--- config.mk ---
export PLATFORM = sky130hd
export DESIGN_NAME = stop_bit_ascii_string_decoder
export DESIGN_NICKNAME = d
export VERILOG_FILES = /design/src/hdl/sbd_pkg.sv /design/src/hdl/sbd_fifo.sv /design/src/hdl/sbd_front.sv /design/src/hdl/sbd_back.sv /design/src/hdl/stop_bit_ascii_string_decoder.sv
export SDC_FILE = /design/constraint.sdc
export NUM_CORES = 1
export LEC_CHECK = 0
export BUFFER_PORTS_ARGS = -buffer_cell sky130_fd_sc_hd__buf_2
export CORE_MARGIN = 2
export CORE_UTILIZATION = 34
export CTS_CLUSTER_SIZE = 25
export DETAILED_ROUTE_END_ITERATION = 7
export PLACE_DENSITY = 0.57
export SYNTH_ARGS = -nofsm -noshare
export SYNTH_HDL_FRONTEND = slang
export SYNTH_SLANG_ARGS = --single-unit
--- constraint.sdc ---
create_clock -name i_clk -period 2.9 [get_ports i_clk]
set_input_delay 0.145 -clock i_clk [delete_from_list [all_inputs] [get_ports i_clk]]
set_output_delay 0.145 -clock i_clk [all_outputs]
set_load 0.05 [all_outputs]
--- src/hdl/sbd_pkg.sv ---
// Package for the stop-bit ASCII string decoder.
// Holds the word types, phase and status codes and the queue depth.
// No dependencies.
package sbd_pkg;

    // Byte values with a fixed meaning in the stream
    localparam logic [7:0] LAST_MARK = 8'h80;
    localparam logic [7:0] CHAR_MASK = 8'h7F;
    localparam logic [7:0] ZERO_BYTE = 8'h00;

    // Reset value of the character limit register
    localparam logic [6:0] MAX_CHARS_RST = 7'd64;

    // Depth of the job queue between front and back
    localparam int QUEUE_DEPTH = 4;

    typedef enum logic [1:0] {
        PH_IDLE   = 2'd0,
        PH_STRING = 2'd1,
        PH_ZERO   = 2'd2
    } t_phase;

    typedef enum logic [2:0] {
        ST_OK       = 3'd0,
        ST_NULL     = 3'd1,
        ST_EMPTY    = 3'd2,
        ST_OVERFLOW = 3'd3,
        ST_END      = 3'd4
    } t_status;

    // Input word
    typedef struct packed {
        logic [7:0] data_byte;
        logic       end_of_data;
        logic       field_optional;
    } t_in;

    // Result word
    typedef struct packed {
        logic [6:0] char_value;
        logic       char_valid;
        logic       field_done;
        logic [2:0] status;
    } t_out;

    // One classified byte: one or two results
    typedef struct packed {
        logic two;
        t_out r0;
        t_out r1;
    } t_job;

endpackage

--- src/hdl/sbd_fifo.sv ---
// Short flip-flop queue between the front and the back of the decoder.
// Generic over word width and depth; no package dependency.
module sbd_fifo #(
    parameter int WIDTH = 8,
    parameter int DEPTH = 4
) (
    input  logic             i_clk,
    input  logic             i_rst_n,
    input  logic             i_push,
    input  logic [WIDTH-1:0] i_data,
    output logic             o_full,
    input  logic             i_pop,
    output logic [WIDTH-1:0] o_data,
    output logic             o_empty
);
    localparam int AW = (DEPTH > 1) ? $clog2(DEPTH) : 1;
    localparam int CW = $clog2(DEPTH + 1);

    logic [WIDTH-1:0] r_mem [DEPTH];
    logic [AW-1:0]    r_wptr, n_wptr;
    logic [AW-1:0]    r_rptr, n_rptr;
    logic [CW-1:0]    r_cnt,  n_cnt;
    logic             do_push, do_pop;

    assign o_full  = (r_cnt == CW'(DEPTH));
    assign o_empty = (r_cnt == '0);
    assign o_data  = r_mem[r_rptr];
    assign do_push = i_push && !o_full;
    assign do_pop  = i_pop && !o_empty;

    // Advance pointers with wrap, track fill level
    always_comb begin
        n_wptr = r_wptr;
        n_rptr = r_rptr;
        n_cnt  = r_cnt;
        if (do_push) begin
            n_wptr = (r_wptr == AW'(DEPTH - 1)) ? '0 : r_wptr + AW'(1);
        end
        if (do_pop) begin
            n_rptr = (r_rptr == AW'(DEPTH - 1)) ? '0 : r_rptr + AW'(1);
        end
        if (do_push && !do_pop) begin
            n_cnt = r_cnt + CW'(1);
        end else if (do_pop && !do_push) begin
            n_cnt = r_cnt - CW'(1);
        end
    end

    always_ff @(posedge i_clk) begin
        if (!i_rst_n) begin
            r_wptr <= '0;
            r_rptr <= '0;
            r_cnt  <= '0;
        end else begin
            r_wptr <= n_wptr;
            r_rptr <= n_rptr;
            r_cnt  <= n_cnt;
        end
    end

    // Store the pushed word
    always_ff @(posedge i_clk) begin
        if (do_push) begin
            r_mem[r_wptr] <= i_data;
        end
    end

    // Fill level stays within depth
    a_cnt_range: assert property (@(posedge i_clk) disable iff (!i_rst_n)
        r_cnt <= CW'(DEPTH))
        else $error("queue fill level beyond depth");

    // Pointers agree with the fill level when empty
    a_empty_ptr: assert property (@(posedge i_clk) disable iff (!i_rst_n)
        (r_cnt == '0) |-> (r_wptr == r_rptr))
        else $error("empty queue with unequal pointers");

endmodule

--- src/hdl/sbd_front.sv ---
// Front of the decoder: takes each byte, tracks the field phase and count,
// and turns the byte into a job of zero, one or two result words.
// Depends on sbd_pkg.
module sbd_front #(
    parameter int MAX_LEN = 64
) (
    input  logic          i_clk,
    input  logic          i_rst_n,
    input  logic          i_accept,
    input  sbd_pkg::t_in  i_item,
    input  logic [6:0]    i_max_chars,
    output logic          o_job_valid,
    output sbd_pkg::t_job o_job
);
    localparam int LB = $clog2(MAX_LEN + 1);
    localparam int LW = (LB > 7) ? LB : 7;

    sbd_pkg::t_phase r_phase, n_phase;
    logic [LW-1:0]   r_count, n_count;

    logic [LW-1:0]   m_ext, lim, cnt_in;
    sbd_pkg::t_out   sb_res, res0, res1;
    sbd_pkg::t_phase sb_phase;
    logic [LW-1:0]   sb_count;
    logic [1:0]      nres;
    logic [7:0]      b;

    assign b     = i_item.data_byte;
    assign m_ext = LW'(i_max_chars);

    // Clamp the limit to one .. MAX_LEN
    always_comb begin
        if (m_ext == '0) begin
            lim = LW'(1);
        end else if (m_ext > LW'(MAX_LEN)) begin
            lim = LW'(MAX_LEN);
        end else begin
            lim = m_ext;
        end
    end

    // Decode one character byte inside a string
    always_comb begin
        unique case (r_phase)
            sbd_pkg::PH_ZERO:   cnt_in = LW'(1);
            sbd_pkg::PH_STRING: cnt_in = r_count;
            default:            cnt_in = '0;
        endcase
        sb_res = '0;
        if (cnt_in >= lim) begin
            sb_res.field_done = 1'b1;
            sb_res.status     = sbd_pkg::ST_OVERFLOW;
            sb_phase          = sbd_pkg::PH_IDLE;
            sb_count          = '0;
        end else if (b[7]) begin
            sb_res.char_value = b[6:0];
            sb_res.char_valid = 1'b1;
            sb_res.field_done = 1'b1;
            sb_res.status     = sbd_pkg::ST_OK;
            sb_phase          = sbd_pkg::PH_IDLE;
            sb_count          = '0;
        end else begin
            sb_res.char_value = b[6:0];
            sb_res.char_valid = 1'b1;
            sb_phase          = sbd_pkg::PH_STRING;
            sb_count          = cnt_in + LW'(1);
        end
    end

    // Next phase and the job for the accepted byte
    always_comb begin
        n_phase = r_phase;
        n_count = r_count;
        res0    = '0;
        res1    = '0;
        nres    = 2'd0;
        if (i_item.end_of_data) begin
            res0.field_done = 1'b1;
            res0.status     = sbd_pkg::ST_END;
            nres            = 2'd1;
            n_phase         = sbd_pkg::PH_IDLE;
            n_count         = '0;
        end else begin
            unique case (r_phase)
                sbd_pkg::PH_ZERO: begin
                    if (b == sbd_pkg::LAST_MARK) begin
                        n_phase = sbd_pkg::PH_IDLE;
                        n_count = '0;
                        if (lim < LW'(2)) begin
                            res0.field_done = 1'b1;
                            res0.status     = sbd_pkg::ST_OVERFLOW;
                            nres            = 2'd1;
                        end else begin
                            res0.char_valid = 1'b1;
                            res1.char_valid = 1'b1;
                            res1.field_done = 1'b1;
                            res1.status     = sbd_pkg::ST_EMPTY;
                            nres            = 2'd2;
                        end
                    end else begin
                        // Leading zero becomes the first character
                        res0.char_valid = 1'b1;
                        res1    = sb_res;
                        nres    = 2'd2;
                        n_phase = sb_phase;
                        n_count = sb_count;
                    end
                end
                sbd_pkg::PH_STRING: begin
                    res0    = sb_res;
                    nres    = 2'd1;
                    n_phase = sb_phase;
                    n_count = sb_count;
                end
                default: begin
                    if (i_item.field_optional && b == sbd_pkg::LAST_MARK) begin
                        res0.field_done = 1'b1;
                        res0.status     = sbd_pkg::ST_NULL;
                        nres            = 2'd1;
                        n_count         = '0;
                    end else if (i_item.field_optional && b == sbd_pkg::ZERO_BYTE) begin
                        n_phase = sbd_pkg::PH_ZERO;
                        n_count = '0;
                    end else begin
                        res0    = sb_res;
                        nres    = 2'd1;
                        n_phase = sb_phase;
                        n_count = sb_count;
                    end
                end
            endcase
        end
    end

    assign o_job_valid = i_accept && (nres != 2'd0);
    assign o_job.two   = (nres == 2'd2);
    assign o_job.r0    = res0;
    assign o_job.r1    = res1;

    // Hold state until a byte is accepted
    always_ff @(posedge i_clk) begin
        if (!i_rst_n) begin
            r_phase <= sbd_pkg::PH_IDLE;
            r_count <= '0;
        end else if (i_accept) begin
            r_phase <= n_phase;
            r_count <= n_count;
        end
    end

    // Idle and pending-zero phases carry no count
    a_idle_count: assert property (@(posedge i_clk) disable iff (!i_rst_n)
        (r_phase == sbd_pkg::PH_IDLE || r_phase == sbd_pkg::PH_ZERO)
        |-> (r_count == '0))
        else $error("count set outside a string");

    // End of data always closes the field
    a_end_idle: assert property (@(posedge i_clk) disable iff (!i_rst_n)
        (i_accept && i_item.end_of_data) |=> (r_phase == sbd_pkg::PH_IDLE))
        else $error("field left open after end of data");

    // A string phase always holds at least one character
    a_string_count: assert property (@(posedge i_clk) disable iff (!i_rst_n)
        (r_phase == sbd_pkg::PH_STRING) |-> (r_count != '0))
        else $error("string phase with no characters");

endmodule

--- src/hdl/sbd_back.sv ---
// Back of the decoder: pops jobs from the queue and hands out their
// result words one at a time. Depends on sbd_pkg.
module sbd_back (
    input  logic          i_clk,
    input  logic          i_rst_n,
    input  sbd_pkg::t_job i_job,
    input  logic          i_job_empty,
    output logic          o_job_pop,
    output sbd_pkg::t_out o_result,
    output logic          o_empty,
    input  logic          i_pop
);
    logic r_sel, n_sel;
    logic take;

    assign o_empty  = i_job_empty;
    assign o_result = r_sel ? i_job.r1 : i_job.r0;
    assign take     = i_pop && !i_job_empty;

    // Advance to the second word or drop the job
    always_comb begin
        n_sel     = r_sel;
        o_job_pop = 1'b0;
        if (take) begin
            if (i_job.two && !r_sel) begin
                n_sel = 1'b1;
            end else begin
                n_sel     = 1'b0;
                o_job_pop = 1'b1;
            end
        end
    end

    always_ff @(posedge i_clk) begin
        if (!i_rst_n) begin
            r_sel <= 1'b0;
        end else begin
            r_sel <= n_sel;
        end
    end

    // Second word selected only on a held two-word job
    a_sel_job: assert property (@(posedge i_clk) disable iff (!i_rst_n)
        r_sel |-> (!i_job_empty && i_job.two))
        else $error("second word selected without a two-word job");

    // A taken first word of a two-word job keeps the job
    a_keep_job: assert property (@(posedge i_clk) disable iff (!i_rst_n)
        (take && i_job.two && !r_sel) |-> !o_job_pop)
        else $error("two-word job dropped after its first word");

endmodule

--- src/hdl/stop_bit_ascii_string_decoder.sv ---
// Top level of the stop-bit ASCII string decoder.
// Instantiates sbd_front, sbd_fifo and sbd_back; depends on sbd_pkg.
//
//  channel  | handshake               | word
//  ---------+-------------------------+-----------------------------------
//  input    | push / full             | i_item   (data_byte, end, optional)
//  result   | empty / pop             | o_result (char, valid, done, status)
//  config   | i_cfg_valid/o_cfg_ready | i_cfg_data (max_chars)
//
// One byte is accepted per cycle while full is low; its results enter a
// four-job queue at the same edge and reach the result port after the jobs
// ahead. The result port gives one word per cycle while pop is high and
// empty is low, so a byte with two words needs two pops; full rises when
// the job queue is full. Reset is synchronous; there is no clearing pass.
module stop_bit_ascii_string_decoder #(
    parameter int MAX_LEN = 64
) (
    input  logic          i_clk,
    input  logic          i_rst_n,
    input  logic          push,
    output logic          full,
    input  sbd_pkg::t_in  i_item,
    output logic          empty,
    input  logic          pop,
    output sbd_pkg::t_out o_result,
    input  logic          i_cfg_valid,
    output logic          o_cfg_ready,
    input  logic [6:0]    i_cfg_data
);
    localparam int JW = $bits(sbd_pkg::t_job);

    logic          r_max_chars;
    logic [6:0]    r_max;
    logic          accept;
    logic          job_valid;
    sbd_pkg::t_job job_in, job_out;
    logic [JW-1:0] job_out_bits;
    logic          job_empty, job_pop;

    assign o_cfg_ready = 1'b1;
    assign accept      = push && !full;
    assign job_out     = sbd_pkg::t_job'(job_out_bits);

    // Hold the character limit register
    always_ff @(posedge i_clk) begin
        if (!i_rst_n) begin
            r_max       <= sbd_pkg::MAX_CHARS_RST;
            r_max_chars <= 1'b0;
        end else if (i_cfg_valid && o_cfg_ready) begin
            r_max       <= i_cfg_data;
            r_max_chars <= 1'b1;
        end
    end

    sbd_front #(
        .MAX_LEN (MAX_LEN)
    ) u_front (
        .i_clk       (i_clk),
        .i_rst_n     (i_rst_n),
        .i_accept    (accept),
        .i_item      (i_item),
        .i_max_chars (r_max),
        .o_job_valid (job_valid),
        .o_job       (job_in)
    );

    sbd_fifo #(
        .WIDTH (JW),
        .DEPTH (sbd_pkg::QUEUE_DEPTH)
    ) u_queue (
        .i_clk   (i_clk),
        .i_rst_n (i_rst_n),
        .i_push  (job_valid),
        .i_data  (job_in),
        .o_full  (full),
        .i_pop   (job_pop),
        .o_data  (job_out_bits),
        .o_empty (job_empty)
    );

    sbd_back u_back (
        .i_clk       (i_clk),
        .i_rst_n     (i_rst_n),
        .i_job       (job_out),
        .i_job_empty (job_empty),
        .o_job_pop   (job_pop),
        .o_result    (o_result),
        .o_empty     (empty),
        .i_pop       (pop)
    );

    // A default limit is in force until the first write
    a_cfg_default: assert property (@(posedge i_clk) disable iff (!i_rst_n)
        !r_max_chars |-> (r_max == sbd_pkg::MAX_CHARS_RST))
        else $error("limit changed without a configuration write");

    // No result shown when the queue is empty
    a_empty_match: assert property (@(posedge i_clk) disable iff (!i_rst_n)
        empty == job_empty)
        else $error("result port empty flag out of step with queue");

    // A full queue accepts no byte
    a_no_accept_full: assert property (@(posedge i_clk) disable iff (!i_rst_n)
        full |-> !accept)
        else $error("byte accepted while queue full");

endmodule
==> results, run 1 <==
- The run finished with clean final reports.
- The width of the die is 130 um.
- The worst hold margin is 88.9 ps.
- The final period demand of the worst path is 2740 ps.
- The global-route wire length before repair is 17500 um.
- Buffers added to address setup during post-CTS repair amount to 0.
- The cell leakage power is 2.30 nW.
- The area added between synthesis and finish is 21.1%.
- The detailed router used layers up to and including met4.
- In this run, synthesis produced a sequential element count of 122.
- The vertical die dimension is 130 um.
- Across the run, the number of max-cap violations was 0.
- The clock network fraction of design power is 35.3%.
- The clock tree buffer depth is 2.
- The final cell area excluding filler cells is 6530 um2.
- The post-synthesis cell type with the largest combined area is sky130_fd_sc_hd__edfxtp_1.
- The non-filler instance count after layout is 669.
- The total global routing track utilization is 13.9%.
- The routed length on met2 is 5220 um.
- After detailed routing, the met3 layer carries 551 um of wire.
- The synthesized netlist devotes 3.99% of its cell area to compound gates.
- Before CTS, the worst setup slack after placement is 28.7 ps.
- The clock transition at the register clock pins on the worst setup and hold paths after CTS is 60 ps.
- In this run switching power makes up 30.8% of total power.
- By count the netlist is led by sky130_fd_sc_hd__edfxtp_1 (96), sky130_fd_sc_hd__nand2_1 (52), sky130_fd_sc_hd__and2_1 (26), sky130_fd_sc_hd__dfxtp_1 (26), sky130_fd_sc_hd__mux4_2 (24).
- After detailed routing, the wire length on met1 is 4890 um.
- The portion of synthesized area spent on multiplexers is 12.2%.
- The hold violation total from the final report is 0.
- The floorplan die area is 16900 um2.
- For this configuration, the core starts out at a cell density of 34.3%.
- Summing the areas of all and, or, nand and nor instances in the mapped netlist gives 13.2% of the synthesized area.
- The total placed cells including tap cells is 631.
- The share of total power dissipated in sequential elements is 40.2%.
- Setup repair after global routing could not meet its margin everywhere.
- Between clock sinks in the finished design, the worst skew comes to 5.71 ps.
- The final worst-path setup slack is 165 ps.
- The ratio of cells with drive above 1 in the final layout is 26.3%.
- The number of global-route vias before repair was 3312.
- The critical path goes through or4_1, o2bb2ai_2, ha_1, nand2b_1, a31oi_2, o21ai_2, buf_4, nor3_1, buf_4, and2_1.
- The worst-case register-to-register setup slack is 160 ps.
- The routed design has 10800 um of wire.
- Counting flops with an async set or reset pin after synthesis yields a share of 0%.
- The number of buffer cells added on primary ports is 35.
- At the pin with the least slew margin, the transition time is 488 ps.
- The cell family contributing the most delay on the critical path is simple AND/OR/NAND/NOR gates.
- The initial antenna violation count is 0.
- The final layout net count is 480.
- The initial DRC count is 191.
- Cell internal power was estimated by the tool at 3.73 mW.
- The share of the synthesized netlist area taken by xor and xnor gates is 1.14%.
- The number of inserted diodes is 0.
- For this run, design rule violations remaining after detail routing come to 0.
- The largest family of logic cells by synthesized area is simple AND/OR/NAND/NOR gates.
- The synthesized area is 5390 um2.
- A synthesized cell averages 14.1 um2.
- The via count normalized by instance count is 4.83.
- Data on the critical path arrives at its endpoint at 2990 ps.
- Setup violations remaining at the end of the flow were counted as 0.
- The buffer cell driving the clock tree root is sky130_fd_sc_hd__clkbuf_16.
- The floorplan core area is 15700 um2.
- The portion of the clock cycle consumed by the worst path in the final layout is 94.3%.
- The most common cell type on the critical path is sky130_fd_sc_hd__buf_4.
- Of all nets on the critical path, the largest fanout is 7.
- Clock tree synthesis inserted a total of 17 buffers.
- By area the synthesized netlist is led by sky130_fd_sc_hd__edfxtp_1 (53%), sky130_fd_sc_hd__mux4_2 (10%), sky130_fd_sc_hd__dfxtp_1 (9.6%).
- The detailed placer's ending HPWL is 6780 um.
- The count of flip-flops with a built-in enable after synthesis is 96.
- Entering global routing, the biggest net connects 25 pins.
- The nature of the critical path startpoint is a flop.
- The relative slew slack is 67.2%.
- In the final routed layout, each cell accounts on average for 16.2 um.
- Yosys printed 0 warnings.
- The ratio of total power to cell area is 826 nW/um2.
- For this block, the via count after detailed routing is 3234.
- The clock net in this run drives a total of 122 sinks.
- The top achievable clock speed is 366 MHz.
- The count of antenna-violating nets left after detailed routing is 0.
- After global routing the overflow that remains totals 0.
- The routability congestion estimate is 0.778.
- The critical path is of the reg -> reg type.
- The first-pass iteration count of the detailed router is 4.
- The worst-path cell with the longest stage delay is sky130_fd_sc_hd__or4_1.
- The total I/O pin count is 37.
- The final core area utilization is 41.6%.
- Combinational cells account for 24.5% of the total power.
- The largest vdd supply drop is 0.000435 V.
- In the post-synthesis netlist, the cell with the most instances is sky130_fd_sc_hd__edfxtp_1.
- The initialized floorplan defines 46 standard-cell rows.
- The clock tree from TritonCTS is built.
- The primary flip-flop cell chosen by synthesis mapping is sky130_fd_sc_hd__edfxtp_1.
- The max-slew violation count is 0.
- The placed instance area is 5890 um2.
- Data on the critical path is required at its endpoint by 3160 ps.
- The type of the tightest min-delay check is in -> reg.
- The worst setup path is captured at a flop.
- Setup total negative slack on the finished layout was measured at 0 ps.
- Summing the areas of all fa, ha and maj instances in the mapped netlist gives 4.08% of the synthesized area.
- The share of the yosys chip area belonging to registers is 63.1%.
- The share of the synthesized area in the top cell type is 53.4%.
- For this design the total switching power over the nets is 1.66 mW.
- For the worst-skew pair, the clock arrives at the later sink with an insertion delay of 410 ps.
- The count of cell types in the netlist is 50.
- The design draws 5.39 mW.
- The biggest cell delay along the critical path is 580 ps.
- The total nets after synthesis is 421.
- The number of cells produced by synthesis is 382.
- The number of levels the H-tree was split into is 4.
- The number of buffer and inverter instances along the worst setup path is 2.
[power groups by stage]
stage / logic (mW) / registers [mW] / clock network, mW
2_1_floorplan: 1.02 / 2.18 / 0
6_report: 1.32 / 2.17 / 1.90
3_3_place_gp: 1.32 / 2.19 / 0
3_5_place_dp: 1.33 / 2.20 / 0
5_1_grt: 1.45 / 2.19 / 2.03
4_1_cts: 1.34 / 2.17 / 1.94
[placed cells by master (no fill, tap or decap), types with 2 or more instances in the layout]
| cell | netlist | routed |
|---|---|---|
| sky130_fd_sc_hd__dfxtp_1 | 26 | 26 |
| sky130_fd_sc_hd__clkinv_2 | 0 | 5 |
| sky130_fd_sc_hd__nand3_1 | 5 | 5 |
| sky130_fd_sc_hd__clkinvlp_4 | 0 | 4 |
| sky130_fd_sc_hd__clkbuf_16 | 0 | 17 |
| sky130_fd_sc_hd__nor2b_1 | 11 | 11 |
| sky130_fd_sc_hd__nand4_1 | 3 | 3 |
| sky130_fd_sc_hd__inv_1 | 12 | 12 |
| sky130_fd_sc_hd__nor3_1 | 8 | 7 |
| sky130_fd_sc_hd__buf_2 | 2 | 35 |
| sky130_fd_sc_hd__ha_1 | 16 | 15 |
| sky130_fd_sc_hd__clkbuf_1 | 12 | 2 |
| sky130_fd_sc_hd__a21oi_1 | 8 | 8 |
| sky130_fd_sc_hd__and2_4 | 0 | 2 |
| sky130_fd_sc_hd__a211oi_1 | 3 | 2 |
| sky130_fd_sc_hd__mux4_2 | 24 | 24 |
| sky130_fd_sc_hd__dlygate4sd3_1 | 0 | 7 |
| sky130_fd_sc_hd__nand2b_1 | 5 | 5 |
| sky130_fd_sc_hd__xnor2_1 | 4 | 4 |
| sky130_fd_sc_hd__and2_1 | 26 | 24 |
| sky130_fd_sc_hd__nor2_1 | 11 | 10 |
| sky130_fd_sc_hd__mux2i_1 | 12 | 12 |
| sky130_fd_sc_hd__or4_1 | 3 | 3 |
| sky130_fd_sc_hd__edfxtp_1 | 96 | 96 |
| sky130_fd_sc_hd__nand2_1 | 52 | 52 |
| sky130_fd_sc_hd__buf_4 | 1 | 14 |
| sky130_fd_sc_hd__xor2_1 | 3 | 3 |
| sky130_fd_sc_hd__or2_2 | 2 | 2 |
| sky130_fd_sc_hd__o21ai_0 | 10 | 9 |
| sky130_fd_sc_hd__a21boi_0 | 2 | 2 |
[sequential cells by signal (all words and copies together), names as in the netlist, named ones only]
name / cells
u_front.r_phase: 2
u_queue.r_wptr: 2
u_queue.r_mem: 96
u_queue.r_cnt: 3
u_queue.r_rptr: 2
u_front.r_count: 7
u_back.r_sel: 1
r_max: 7
[cell type report]
cell class | instances | area, um2
sequential | 122 | 3400
timing repair buffer | 56 | 350
clock inverter | 12 | 103
inverter | 13 | 48.8
tap | 216 | 270
fill | 1468 | 9180
multi-input combinational | 231 | 1920
clock buffer | 19 | 433
[kinds of logic (layout without fill, tap and decap cells)]
kind of cell | count (synthesis) | count (layout)
compound gates | 34 | 34
xor+xnor | 7 | 7
fa+ha+maj | 17 | 17
buf+inv | 29 | 100
flops | 122 | 122
mux | 36 | 36
other cells | 1 | 1
simple gates | 136 | 136
[what timing repair did]
action                                  in CTS  in global routing
hold buffers                                 6                  1
endpoints found under the setup margin       0                 84
resized for setup                            0                 10
endpoints found under the hold margin        6                  1
[metal layers]
layer  GRT usage, %  vias up
met2           22.2       73
met3           4.22       13
met5              0        -
met4           5.63        0
met1           17.7     1611
li1               -     1537
[worst reg2reg max path, cell delays in order, from the launching register on]
cell and delay, ps:
sky130_fd_sc_hd__dfxtp_1 320, sky130_fd_sc_hd__or4_1 580, sky130_fd_sc_hd__o2bb2ai_2 150, sky130_fd_sc_hd__ha_1 240
sky130_fd_sc_hd__nand2b_1 150, sky130_fd_sc_hd__a31oi_2 220, sky130_fd_sc_hd__o21ai_2 130, sky130_fd_sc_hd__buf_4 170
sky130_fd_sc_hd__nor3_1 190, sky130_fd_sc_hd__buf_4 210, sky130_fd_sc_hd__and2_1 210
[final timing paths]
path,depth (start not counted),startpoint,end
worst max-delay path,10,r_max[3],u_queue.r_mem[1][5]
worst min-delay path,2,i_rst_n,r_max[6]
worst max register to register,10,r_max[3],u_queue.r_mem[1][5]
worst min register to register,2,u_front.r_count[6],u_front.r_count[6]
Power figures use the tool's default switching activity.
==> inputs of run 2 (changes only) <==
--- a/config.mk
+++ b/config.mk
@@ -7,10 +7,11 @@
 export LEC_CHECK = 0
 export BUFFER_PORTS_ARGS = -buffer_cell sky130_fd_sc_hd__buf_2
 export CORE_MARGIN = 2
-export CORE_UTILIZATION = 34
+export CORE_UTILIZATION = 54
 export CTS_CLUSTER_SIZE = 25
 export DETAILED_ROUTE_END_ITERATION = 7
-export PLACE_DENSITY = 0.57
+export PLACE_DENSITY = 0.74
 export SYNTH_ARGS = -nofsm -noshare
 export SYNTH_HDL_FRONTEND = slang
 export SYNTH_SLANG_ARGS = --single-unit
+export TNS_END_PERCENT = 20
==> run 2 against run 1 <==
  * Maximum frequency fell by 2.1%
  * Critical path depth grew 2
  * Die area fell by 36%
  * Sequential share of layout area shrank 0.11 points
  * Final area grew 0.21%
  * Register-to-register slack lost 60 ps
  * Worst setup slack worse by 60 ps
  * Largest power group is now the clock network
==> results, run 2 (synthesis results as in run 1) <==
- Of all nets on the critical path, the largest fanout is 7.
- The buffer cell driving the clock tree root is sky130_fd_sc_hd__clkbuf_8.
- The largest registers in the layout are u_queue.r_mem: 96 flops, r_max: 7 flops, u_front.r_count: 7 flops.
- The floorplan die area is 10800 um2.
- In this run the number of H-tree levels came out at 4.
- The number of remaining DRC errors is 0.
- The clock transition at the register clock pins on the worst setup and hold paths after CTS is 60 ps.
- The first-pass iteration count of the detailed router is 4.
- The CTS sink count is 122.
- The number of flip-flops in the largest register is 96.
- The max-capacitance violation count is 0.
- The number of global-route vias before repair is 3303.
- At the end of routability-driven placement, the weighted congestion stood at 0.797.
- Cells with a size suffix above 1 make up 26.0% of the layout.
- Row generation in the floorplan step produced 36 rows.
- The initial antenna violation count came to 0.
- Leaving out fill and tap cells, the most frequent cells in the layout are sky130_fd_sc_hd__edfxtp_1 (96), sky130_fd_sc_hd__nand2_1 (52), sky130_fd_sc_hd__buf_2 (35).
- The data required time at the worst endpoint is 3240 ps.
- The clock arrives with 7.75 ps of skew.
- The type of the tightest min-delay check is in -> reg.
- The portion of the clock cycle consumed by the worst path in the final layout is 96.4%.
- After layout, the minimum clock period comes to 2800 ps.
- The total global routing track utilization is 20.5%.
- Fill cells in the final layout number 690.
- The max-slew violation count is 0.
- The final layout contains 483 nets.
- The detailed placer's ending HPWL is 6500 um.
- For this block, the initial DRC count from the detailed router was 190.
- The multi-input combinational cells in the finished layout cover a total of 1930 um2.
- Internal power comes to 4.05 mW.
- The flow ran to the end, and the final reports show no timing, DRC or antenna violations.
- In the final layout, flip-flops and latches occupy 3400 um2.
- The arrival time reported for the critical path endpoint is 3140 ps.
- In this run the post-CTS setup repair buffer count came out at 0.
- Entering global routing, the biggest net connects 25 pins.
- The power consumption is 5.69 mW.
- The switching power is 1.64 mW.
- The worst setup path is launched from a flop.
- The number of buffer cells added on primary ports is 35.
- The most common cell after layout, fill and taps aside is sky130_fd_sc_hd__edfxtp_1.
- Using the TritonRoute via totals, the vias-per-cell ratio works out to 5.51.
- The clock tree buffer depth is 2.
- The core region is 9730 um2.
- The area growth from synthesis to layout is 21.3%.
- The count of nets left with antenna violations once routing finished came out at 0.
- In this run the power density over the cells is 869 nW/um2.
- The worst setup path is of the reg -> reg kind.
- The width of the die is 104 um.
- Setup repair after global routing could not meet its margin everywhere.
- The number of setup violations in the final report is 0.
- The average routed wire per standard cell is 17.9 um.
- The vertical die dimension is 104 um.
- The initial core utilization is 55.4%.
- The clock latency on the worst-skew pair is 500 ps.
- The clock buffer count from CTS is 17.
- The total I/O pin count is 37.
- The total negative slack for setup checks is 0 ps.
- Summed over all layers, the routed wires come to 10500 um.
- STA classifies the critical path endpoint as a flop.
- The number of antenna diodes in the final layout is 0.
- Static timing analysis puts the maximum clock frequency at 358 MHz.
- Summed over all layers, the global routing overflow is 0.
- In this run, the combinational gates consume 23.4% of the power.
- Detailed routing inserted a total of 3250 vias.
- The global-route wire length before repair is 16700 um.
- The clock tree from TritonCTS is built.
- The switching share of power is 28.9%.
- The clock network fraction of design power is 38.4%.
- The worst-case IR drop observed on VDD is 0.000608 V.
- u_queue.r_mem holds more flip-flops than any other register.
- The cell leakage power is 2.35 nW.
- Sequential cells account for 38.2% of the total power.
- The hold violation total from the final report is 0.
-- run 2: area by class of cell --
type | instances | share of cell area, %
flip-flops and latches | 122 | 52.0
well taps | 133 | 2.54
clock buffers | 19 | 6.44
repair buffers | 59 | 5.77
multi-input cells | 231 | 29.4
inverters | 13 | 0.746
clock inverters | 13 | 3.06
-- run 2: path summary, 6_finish.rpt --
kind	startpoint	end	slack, ps	cells after the start
worst min register to register	u_front.r_count[6]	u_front.r_count[6]	460	2
worst max-delay path	u_front.r_phase[0]	u_queue.r_mem[2][6]	100	12
worst min-delay path	i_rst_n	r_max[5]	40	2
worst max register to register	u_front.r_phase[0]	u_queue.r_mem[2][6]	100	12
-- run 2: metrics by stage --
| stage | setup WS, ps | instance area, um2 | util [%] | std cells | hold WS, ps |
|---|---|---|---|---|---|
| global placement | 215 | 5790 | 59.5 | 549 | 358 |
| floorplan | 62.5 | 5400 | - | 382 | 244 |
| finish | 105 | 6550 | 67.3 | 590 | 41.7 |
| detailed placement | 96.2 | 5790 | 59.5 | 549 | 364 |
| CTS | 64.4 | 6500 | 66.8 | 590 | 15.7 |
| global route | -67.3 | 6550 | 67.3 | 590 | 34.0 |
-- run 2: critical path, stage by stage (launching register included) --
cell and delay [ps]:
sky130_fd_sc_hd__dfxtp_1 350, sky130_fd_sc_hd__inv_1 50, sky130_fd_sc_hd__ha_1 360, sky130_fd_sc_hd__nor2_2 180, sky130_fd_sc_hd__inv_1 60, sky130_fd_sc_hd__ha_1 280, sky130_fd_sc_hd__nand2b_1 150, sky130_fd_sc_hd__a31oi_2 250
sky130_fd_sc_hd__o21ai_2 140, sky130_fd_sc_hd__buf_4 170, sky130_fd_sc_hd__nor3_1 210, sky130_fd_sc_hd__buf_4 200, sky130_fd_sc_hd__and2_1 220
-- run 2: layer usage --
layer	vias up	global-route usage [%]	part of all wire [%]	routed length (um)
met5	-	0	0	0
met4	0	7.34	1.4	145
met3	12	5.83	6.2	652
met2	112	34.8	52	5480
met1	1582	25.2	40	4270
li1	1544	-	-	-
-- run 2: what timing repair did --
action                                  4_1_cts  5_1_grt
endpoints found under the setup margin        0       80
hold endpoints to repair                     11        0
hold buffers                                  9        0
resized for setup                             0       10
-- run 2: power groups by stage --
stage	Clock [mW]	Sequential, mW	Combinational, mW
6_report	2.18	2.17	1.33
3_5_place_dp	0	2.21	1.32
2_1_floorplan	0	2.18	1.02
5_1_grt	2.29	2.19	1.43
4_1_cts	2.22	2.17	1.34
3_3_place_gp	0	2.20	1.31
==> inputs of run 3 (changes only) <==
==> constraint.sdc (replaced) <==
create_clock -name i_clk -period 2.32 [get_ports i_clk]
set_input_delay 0.116 -clock i_clk [delete_from_list [all_inputs] [get_ports i_clk]]
set_output_delay 0.116 -clock i_clk [all_outputs]
set_load 0.05 [all_outputs]
==> run 3 against run 2 <==
  * The flow now finishes with violations (hold timing, setup timing)
  * First-iteration DRC count unchanged
  * Worst setup slack got worse by 320 ps
  * Clock power increased by 22%
  * Sequential share of layout area decreased by 4.8 points
  * Wire length increased by 14%
  * Non-clock buffer count increased by 43
  * Maximum frequency increased by 10%
  * Combinational power increased by 44%
  * Utilization increased by 7.1 points
  * Register-to-register slack got worse by 320 ps
  * Largest power group is now sequential cells
  * Final area increased by 11%
  * Critical endpoint is now u_queue.r_mem[2][9]
  * Global-route usage increased by 2.2 points
==> results, run 3 (synthesis results as in run 1) <==
- The category of the critical setup timing path is reg -> reg.
- The critical path contains buffers and inverters numbering 2 combined.
- Across the run, the number of max-cap violations was 0.
- The startpoint of the lowest-slack hold path is i_rst_n.
- The most critical setup path has its startpoint at r_max[6].
- The first detailed-routing pass took 5 iterations.
- The net count of the finished layout is 526.
- The register with the most flip-flops in the layout has 96 of them.
- The number of remaining DRC errors is 0.
- The average routed wire per standard cell is 19.0 um.
- Of the available clock period, the critical path in the final layout requires 109%.
- Dividing the detail-routed via count by the number of cells gives 5.53.
- The relative slew slack is 66.9%.
- The initial DRC count is 190.
- For this run, global-route usage on met2 was measured as 38.3%.
- The flow ran to the end, but the final reports show violations.
- TritonCTS built the clock tree.
- The total I/O pin count is 37.
- In this design, the largest share of critical-path delay is due to simple AND/OR/NAND/NOR gates.
- The largest registers in the layout are u_queue.r_mem: 96 flops, r_max: 7 flops, u_front.r_count: 7 flops.
- The worst-case register-to-register setup slack is -210 ps.
- Leaving out fill and tap cells, the most frequent cell in the layout is sky130_fd_sc_hd__edfxtp_1.
- The checks that failed: hold timing, setup timing.
- The slew at the pin with the worst max-slew slack is 495 ps.
- The arrival time reported for the critical path endpoint is 2790 ps.
- By instance count, the cell type seen most on the critical path is sky130_fd_sc_hd__buf_4.
- Clock tree synthesis selected as its root buffer the cell sky130_fd_sc_hd__clkbuf_8.
- From bottom edge to top edge, the die measures 104 um.
- Power spread over the standard cell area amounts to 1010 nW/um2.
- Cells with a size suffix above 1 make up 39.1% of the layout.
- The clock skew after layout is 15.8 ps.
- The routability congestion estimate is 0.883.
- The initialized floorplan defines 36 standard-cell rows.
- Global routing used 22.7% of the available tracks.
- The routing usage on met3 is 6.20%.
- For the worst flop-to-flop path, the logic depth is 10.
- The worst flop-to-flop path endpoint is u_queue.r_mem[2][9].
- The count of antenna-violating nets left after detailed routing is 0.
- The final period demand of the worst path is 2530 ps.
- The first global-routing pass estimated 18700 um of wire.
- The hold violation total from the final report was 1.
- The later pin in the worst-skew pair is clocked with a latency of 530 ps.
- The launch instance of the worst register-to-register path is r_max[6].
- The largest vdd supply drop is 0.000749 V.
- The placed instance area is 6190 um2.
- The initial antenna violation count was 0.
- After clock tree synthesis, the clock-pin slew on the worst setup and hold paths is 60 ps.
- The routed layout has 3495 vias.
- Walking the worst path, the cells encountered are or4_4, o2bb2ai_4, ha_4, nand2b_4, a31oi_4, o21ai_4, buf_4, nor3_4, buf_4, and2_1.
- The data required time at the worst endpoint is 2570 ps.
- The largest single stage delay on the critical path is 550 ps.
- The detailed placer's ending HPWL is 6950 um.
- The nature of the critical path startpoint is a flop.
- The number of global-route vias before repair is 3632.
- During placement, the flow inserted port buffers numbering 35.
- The repair_antennas step left the layout with diodes totalling 0.
- The worst-path cell with the longest stage delay is sky130_fd_sc_hd__or4_4.
- For this run, the top clock speed supported by timing is 395 MHz.
- The largest net degree at the start of global routing is 25.
- In the global route stage, met1 resource usage came out at 28.6%.
- The worst hold path was traced through 2 stages.
- The final worst-path setup slack is -212 ps.
- More flip-flops sit in one register than any other, and that register is u_queue.r_mem.
- CTS saw 122 sinks.
- The core region is 9730 um2.
- The max-slew violation count is 0.
- The floorplan die area is 10800 um2.
- The worst hold margin is -4.35 ps.
- The peak-usage layer in the global routing report is met2.
- The initial core utilization is 55.4%.
- Along the worst path, the maximum fanout reaches 6.
- In this run the worst hold path is classified as in -> reg.
- After routing the design area is 7240 um2.
- Compared with the post-synthesis result, the final layout area differs by 34.2%.
- The hold-critical path endpoint is u_front.r_phase[1].
- The clock tree buffer depth is 2.
- The number of clock buffers added by TritonCTS is 17.
- For this run the aggregate overflow at the end of global routing stands at 0.
- The number of setup violations in the final report is 88.
- The endpoint type of the worst setup path is a flop.
- Setup repair after global routing could not meet its margin everywhere.
- The final routed wirelength across all metal layers is 12000 um.
- Summed over all cells, the static leakage comes to 2.64 nW.
- In the layout the commonest cells are sky130_fd_sc_hd__edfxtp_1 (96), sky130_fd_sc_hd__nand2_1 (52), sky130_fd_sc_hd__buf_4 (42).
- The number of levels the H-tree was split into is 4.
- The width of the die is 104 um.
[run 3: changes by cell type in the layout (fill, tap and decap cells not counted), sizes merged]
cell,delta
buf,+36
bufinv,-1
clkbuf,-1
dlygate4sd3,+7
inv,+1
[run 3: routing by layer]
metal,part of all wire (%),up-vias,routed length [um]
met1,41,1736,4890
met4,1.9,0,225
met3,3.6,19,435
met5,0,-,0
li1,-,1628,-
met2,54,112,6470
[run 3: where the power goes]
| part | internal, mW | leakage, nW | switching (mW) |
|---|---|---|---|
| registers | 2.62 | 1.09 | 0.111 |
| logic | 0.766 | 1.26 | 1.14 |
| clock network | 1.73 | 0.288 | 0.931 |
[run 3: what timing repair did]
| action | 4_1_cts | 5_1_grt |
|---|---|---|
| setup buffers | 2 | 5 |
| setup endpoints to repair | 109 | 109 |
| resized for setup | 25 | 33 |
| hold endpoints to repair | 38 | 0 |
| pin swaps | 10 | 6 |
| hold buffers | 16 | 0 |
[run 3: area by class of cell]
| type | count | area [um2] |
|---|---|---|
| inverters | 13 | 48.8 |
| clock inverters | 13 | 176 |
| repair buffers | 102 | 796 |
| clock buffers | 18 | 418 |
| fillers | 611 | 2490 |
| well taps | 133 | 166 |
| multi-input cells | 231 | 2220 |
| flip-flops and latches | 122 | 3410 |
[run 3: worst max-delay path by stage]
stage	end	slack, ps	cells past startpoint
after floorplan	u_queue.r_cnt[2]	-60	10
after global placement	u_queue.r_mem[0][9]	-260	8
after detailed placement	u_queue.r_mem[2][9]	-340	10
after CTS	u_queue.r_cnt[2]	-120	12
after global routing	u_queue.r_mem[0][8]	-290	12
final	u_queue.r_mem[2][9]	-210	10
[run 3: metrics by stage]
stage / setup slack, ps / power (mW) / utilization (%) / setup TNS (ps) / std cells
2_1_floorplan: -59.9 / 4.09 / - / -664 / 382
3_3_place_gp: -257 / 4.52 / 63.6 / -10980 / 578
3_5_place_dp: -344 / 4.57 / 63.6 / -17650 / 578
4_1_cts: -125 / 7.29 / 72.7 / -1160 / 627
5_1_grt: -291 / 7.59 / 74.4 / -17750 / 632
6_report: -212 / 7.30 / 74.4 / -11340 / 632
